--- src/design/pairwise_total_accumulator_top_defines.svh ---
// Assertion helpers shared by the accumulator modules.
`ifndef PAIRWISE_TOTAL_ACCUMULATOR_TOP_DEFINES_SVH
`define PAIRWISE_TOTAL_ACCUMULATOR_TOP_DEFINES_SVH

// Same-cycle implication, disabled during reset.
`define PTA_ASSERT_IMP(name, clk, rst, ante, cons) \
  name: assert property (@(posedge clk) disable iff (rst) (ante) |-> (cons)) \
    else $error("pairwise total accumulator: implication failed");

// Next-cycle implication, disabled during reset.
`define PTA_ASSERT_NEXT(name, clk, rst, ante, cons) \
  name: assert property (@(posedge clk) disable iff (rst) (ante) |=> (cons)) \
    else $error("pairwise total accumulator: next-cycle check failed");

`endif

--- src/design/pta_pkg.sv ---
package pta_pkg;

  localparam int MAX_SAMPLES = 256;
  localparam int TOTAL_BITS  = 24;

  // Fixed field widths
  localparam int ID_W       = 8;
  localparam int AMOUNT_W   = 24;
  localparam int OUT_W      = 24;
  localparam int SC_W       = 9;
  localparam int THR_W      = 24;
  localparam int CFG_IDX_W  = 8;
  localparam int CFG_DATA_W = 24;

  localparam int STORE_DEPTH = MAX_SAMPLES * (MAX_SAMPLES - 1) / 2;
  localparam int ADDR_W      = $clog2(STORE_DEPTH);
  localparam int N_W         = $clog2(MAX_SAMPLES + 1);
  localparam int CMP_W       = (N_W > SC_W) ? N_W : SC_W;
  localparam int PROD_W      = N_W + 1 + ID_W;

  localparam logic [SC_W-1:0]  SAMPLE_COUNT_RST     = SC_W'(256);
  localparam logic [THR_W-1:0] REPORT_THRESHOLD_RST = THR_W'(486);

  localparam logic [CFG_IDX_W-1:0] CFG_SAMPLE_COUNT     = CFG_IDX_W'(0);
  localparam logic [CFG_IDX_W-1:0] CFG_REPORT_THRESHOLD = CFG_IDX_W'(1);

  typedef enum logic {
    ACT_ADD  = 1'b0,
    ACT_READ = 1'b1
  } action_t;

  typedef enum logic [1:0] {
    ST_OK    = 2'd0,
    ST_SAME  = 2'd1,
    ST_RANGE = 2'd2
  } status_t;

  typedef enum logic [2:0] {
    S_CLEAR,
    S_IDLE,
    S_INDEX,
    S_READ,
    S_UPDATE
  } state_t;

  typedef struct packed {
    logic clear_wr;
    logic load_item;
    logic calc_load;
    logic mem_rd;
    logic out_load;
  } pta_cmd_t;

  typedef struct packed {
    logic clear_last;
    logic item_err;
    logic out_free;
  } pta_stat_t;

endpackage

--- src/design/pta_ctrl.sv ---
`include "pairwise_total_accumulator_top_defines.svh"

module pta_ctrl import pta_pkg::*; (
  input  logic      clk,
  input  logic      rst,
  input  logic      in_valid,
  output logic      in_ready,
  input  pta_stat_t stat,
  output pta_cmd_t  cmd
);

  state_t state, state_next;

  always_ff @(posedge clk) begin
    if (rst) begin
      state <= S_CLEAR;
    end else begin
      state <= state_next;
    end
  end

  always_comb begin
    state_next = state;
    unique case (state)
      S_CLEAR: begin
        if (stat.clear_last) state_next = S_IDLE;
      end
      S_IDLE: begin
        if (in_valid) state_next = S_INDEX;
      end
      S_INDEX: begin
        // skip the store for a bad pair
        state_next = stat.item_err ? S_UPDATE : S_READ;
      end
      S_READ: begin
        state_next = S_UPDATE;
      end
      S_UPDATE: begin
        if (stat.out_free) state_next = S_IDLE;
      end
      default: begin
        state_next = S_CLEAR;
      end
    endcase
  end

  always_comb begin
    cmd      = '0;
    in_ready = 1'b0;
    unique case (state)
      S_CLEAR: begin
        cmd.clear_wr = 1'b1;
      end
      S_IDLE: begin
        in_ready      = 1'b1;
        cmd.load_item = in_valid;
      end
      S_INDEX: begin
        cmd.calc_load = 1'b1;
      end
      S_READ: begin
        cmd.mem_rd = 1'b1;
      end
      S_UPDATE: begin
        cmd.out_load = stat.out_free;
      end
      default: begin
        cmd = '0;
      end
    endcase
  end

  `PTA_ASSERT_IMP(a_out_load_free, clk, rst, cmd.out_load, stat.out_free)
  `PTA_ASSERT_NEXT(a_load_to_index, clk, rst, cmd.load_item, state == S_INDEX)
  `PTA_ASSERT_IMP(a_no_read_on_err, clk, rst, cmd.calc_load && stat.item_err, state_next == S_UPDATE)

endmodule

--- config.mk ---
export PLATFORM = sky130hd
export DESIGN_NAME = pta_ctrl
export DESIGN_NICKNAME = d
export VERILOG_FILES = /design/src/design/pta_pkg.sv /design/src/design/pta_ctrl.sv
export VERILOG_INCLUDE_DIRS = /design/src /design/src/design
export SDC_FILE = /design/constraint.sdc
export NUM_CORES = 1
export LEC_CHECK = 0
export ABC_CLOCK_PERIOD_IN_PS = 2950
export BUFFER_PORTS_ARGS = -buffer_cell sky130_fd_sc_hd__buf_2
export CELL_PAD_IN_SITES_DETAIL_PLACEMENT = 1
export CELL_PAD_IN_SITES_GLOBAL_PLACEMENT = 1
export CORE_AREA = 4 4 41 43
export CTS_CLUSTER_DIAMETER = 120
export CTS_CLUSTER_SIZE = 14
export DETAILED_ROUTE_END_ITERATION = 7
export DIE_AREA = 0 0 45 47
export PLACE_DENSITY = 0.43
export SLEW_MARGIN = 20
export SYNTH_ARGS = -nofsm -noshare
export SYNTH_HDL_FRONTEND = slang
export SYNTH_SLANG_ARGS = --single-unit
export TNS_END_PERCENT = 30
--- constraint.sdc ---
create_clock -name clk -period 2.95 [get_ports clk]
set_input_delay 0.4425 -clock clk [delete_from_list [all_inputs] [get_ports clk]]
set_output_delay 0.4425 -clock clk [all_outputs]
set_load 0.005 [all_outputs]
Word-level counts from Yosys, hierarchy flattened. Cells that the tools add are included. Widths: inputs -> output; s select.

Muxes and demuxes: 11. Reduce and logical (&&, ||, !) cells: 2. Eq/ne operators: 7.

Operators with widths (number): $pmux 3 s5 (1); $mux 3 (4); $eq 3x2->1 const B (2); $mux 1 (6); $ne 2x2->1 const B (3); $eq 3x1->1 const B (1); $eq 3x3->1 const B (1); $logic_not 3->1 (1); $reduce_and 3->1 (1).

Register bits: 3. Input bits: 6. Word-level logic and storage cells: 21.

Longest topological paths before layout.
Word-level depth: 3. Gate-level depth with buffers: 4.

Least setup slack after synthesis. OpenSTA, ideal clock, no wires.

Path kind: register -> output. Start point: register state[1]. End point: output cmd[2] (netlist bit). Cell stages (with the launch flop): 3. Path slack: 1805 ps. Arrival: 703 ps. Cells stage by stage: dfxtp_1 > nor2b_2 > nor2b_1.

RTL lines: from (decl) (RTL line pta_ctrl.sv:12) `state_t state, state_next;`; from (signal assigned) (RTL line pta_ctrl.sv:18) `state <= state_next;`; to (decl) (RTL line pta_ctrl.sv:9) `output pta_cmd_t cmd`.

==> flow_summary_export.csv <==
group,metric,value,unit
timing,fin_ws,1354,ps
synth,syn_inst,24,
setup_path,rr_startpoint,"state[0]",
setup_path,cpPeakStageDelay,490,ps
synth,syn_area,190.2,sq um
synth,synth-warning-count,0,
drt,viasPerCell,4.434,
setup_path,worst_ep_required_time,2510,ps
synth,synth_fa_ha_area_frac,0,
timing,timing.setup.tns,0,ps
die,die_w,45,microns
placement,io_buffers,11,
setup_path,path_max_fanout,12,
setup_path,worstSetupPathType,"flop to output port",
global_routing,grt_pass1_wl,1097,microns
die,die_h,47,microns
layout,top_register,"state",
pwr,power.density,503.0,nW/um^2
setup_path,start_kind,"flop",
global_routing,grt_max_degree,13,
global_routing,grt_remaining_overflow,0,
synth,synth-compound-area-share,0.1711,
synth,synth_top_area_share,0.3158,
die,rows,13,
synth,synth.area.mux_share,0,
timing,clock.fmax,626.4,MHz
layout,num_antenna_cells,0,
pwr,leakagePower,0.1295,nW
die,io_pins,12,
worst_hold_path,whs_path_depth,2,
synth,synth_commonest_cells,"a21oi_1, dfxtp_1, nor2b_1",
clock_network,htreeDepth,1,
setup_path,startpoint,"state[0]",
die,core-area,1301,sq um
synth,syn_avg_cell_area,7.924,sq um
timing,rsz0062_at_grt,"false",
global_routing,grtUsageTotal,0.07419,
clock_network,cts_buffers,3,
synth,synth_seq_area_share,0.3158,
synth,async_flop_share,0,
setup_path,cp_cell_sequence,"and4bb_2 > buf_2",
clock_network,cts_hold_buffers,0,
drt,drc,0,
synth,synth_top_area_cell,"dfxtp_1",
synth,syn_nets,30,
clock_network,postCtsSetupBuffers,0,
drt,wl_met2,317,microns
drt,drt.antenna.violating_nets,0,
timing,hold_viol_final,0,
synth,synth_area_leaders,"dfxtp_1, nor2b_1, a21oi_1, and2_1, and4bb_2",
layout,fill_cells,176,
drt,dr.pass1.iters,1,
layout,top_regs,"state x3",
clock_network,cts_resized,0,
global_routing,first_global_vias,266,
drt,wl_met3,33,microns
drt,drt_wl_total,627,microns
synth,synth_cell_types,16,
timing,setup_viol,0,
worst_hold_path,hp-start,"rst",
timing,min_period,1596,ps
setup_path,worst_r2r_path_depth,3,
clock_network,cts.clk_slew.worst_paths,40,ps
die,dieArea,2115,sq um
synth,synth_edf_count,0,
timing,period_share,0.5412,
setup_path,cp_data_arrival_time,1150,ps
drt,wl_met1,265,microns
timing,slew_headroom,0.7898,
timing,finClkSkew,2.413,ps
setup_path,path_buf_inv,1,
layout,utilization,0.2192,
drt,vias,235,
synth,synth-main-ff-cell,"dfxtp_1",
drt,top_layer,"met4",
layout,final_nets,45,
setup_path,crit_family,"flip-flops",
clock_network,worstSkewPairLatency,230,ps
clock_network,clock-root-buffer,"clkbuf_4",
synth,synth-simple-area-share,0.4868,
worst_hold_path,hold_class,"input pin to flop",
outcome,run_status,"complete, no violations",
pwr,ir_drop,0.1684,mV
synth,synth_xor_area_frac,0,
synth,ys_seq_elements,3,
placement,post-place-ws,1603,ps
layout,syn_to_final_growth,50.00,%
clock_network,cts_tree,"done",
layout,drive_above_1_share,0.4211,
pwr,total_power,0.1435,mW
setup_path,worst_path_max_delay_cell,"dfxtp_1",
clock_network,clk_path_buf_depth,2,
setup_path,end_kind,"output port",
layout,largest_reg_flops,3,
placement,gp_congestion,0.6485,
timing,slew_violations,0,
timing,tightest_slew,314.9,ps
drt,initialDrtViolationCount,0,
setup_path,cp_num_cells,2,
die,start_util,0.1462,
synth,synth_top_family_by_area,"simple AND/OR/NAND/NOR gates",
global_routing,grt_antenna_before_repair,0,
clock_network,cts_sinks,3,
drt,wl_per_cell,11.83,microns
flow_run,drv_cap,0,
cell usage in the layout (no fill, tap or decap):
| cell | count |
|---|---|
| a21oi_1 | 3 |
| nor2b_2 | 1 |
| and2_1 | 2 |
| or4b_1 | 1 |
| nor3_1 | 1 |
| buf_2 | 11 |
| o21ai_1 | 1 |
| o21ai_0 | 1 |
| and3_1 | 1 |
| a211oi_1 | 1 |
| clkbuf_1 | 1 |
| and4bb_2 | 1 |
| nor2b_1 | 3 |
| nand3b_1 | 1 |
| nand2_1 | 1 |
| clkbuf_4 | 3 |
| dfxtp_1 | 3 |
| nor2_1 | 2 |
logic make-up after synthesis:
kind of cell           Yosys count
buffers and inverters            1
flip-flops                       3
AO/OA/AOI/OAI                    6
AND/OR/NAND/NOR                 14
worst reg2reg max path, cell delays in order, from the launching register on:
cell and delay, ps:
dfxtp_1 490, and4bb_2 300, a21oi_1 130, a21oi_1 80
cell type report:
class	count	area, sq um	share of cell area
Multi-Input combinational cell	20	125.1	0.4386
Sequential cell	3	60.06	0.2105
Timing Repair Buffer	11	55.05	0.1930
Clock buffer	4	26.28	0.09211
Tap cell	15	18.77	0.06579
metal layers:
metal | GRT usage | up-vias
met5 | 0 | -
li1 | - | 113
met2 | 0.1299 | 11
met1 | 0.07256 | 109
met4 | 0.07018 | 0
met3 | 0.01533 | 2
metrics by stage:
stage,instance area (sq um),hold slack [ps],instances
floorplan,190.2,475.9,24
global placement,259.0,539.3,49
detailed placement,259.0,539.5,49
CTS,285.3,397.9,53
global route,285.3,414.8,53
finish,285.3,405.5,53
where the power goes:
part           internal [mW]  total [mW]  switching, mW  leakage (nW)
clock network         0.0507      0.0727         0.0220        0.0150
logic                 0.0125      0.0223        0.00977        0.0900
registers             0.0433      0.0485        0.00523        0.0245
final timing paths:
| path | to | slack (ps) |
|---|---|---|
| min | state[2] | 410 |
| max reg2reg | state[0] | 1830 |
| min reg2reg | state[1] | 550 |
| max | cmd[0] | 1350 |
(Power assumes the default switching activity.)
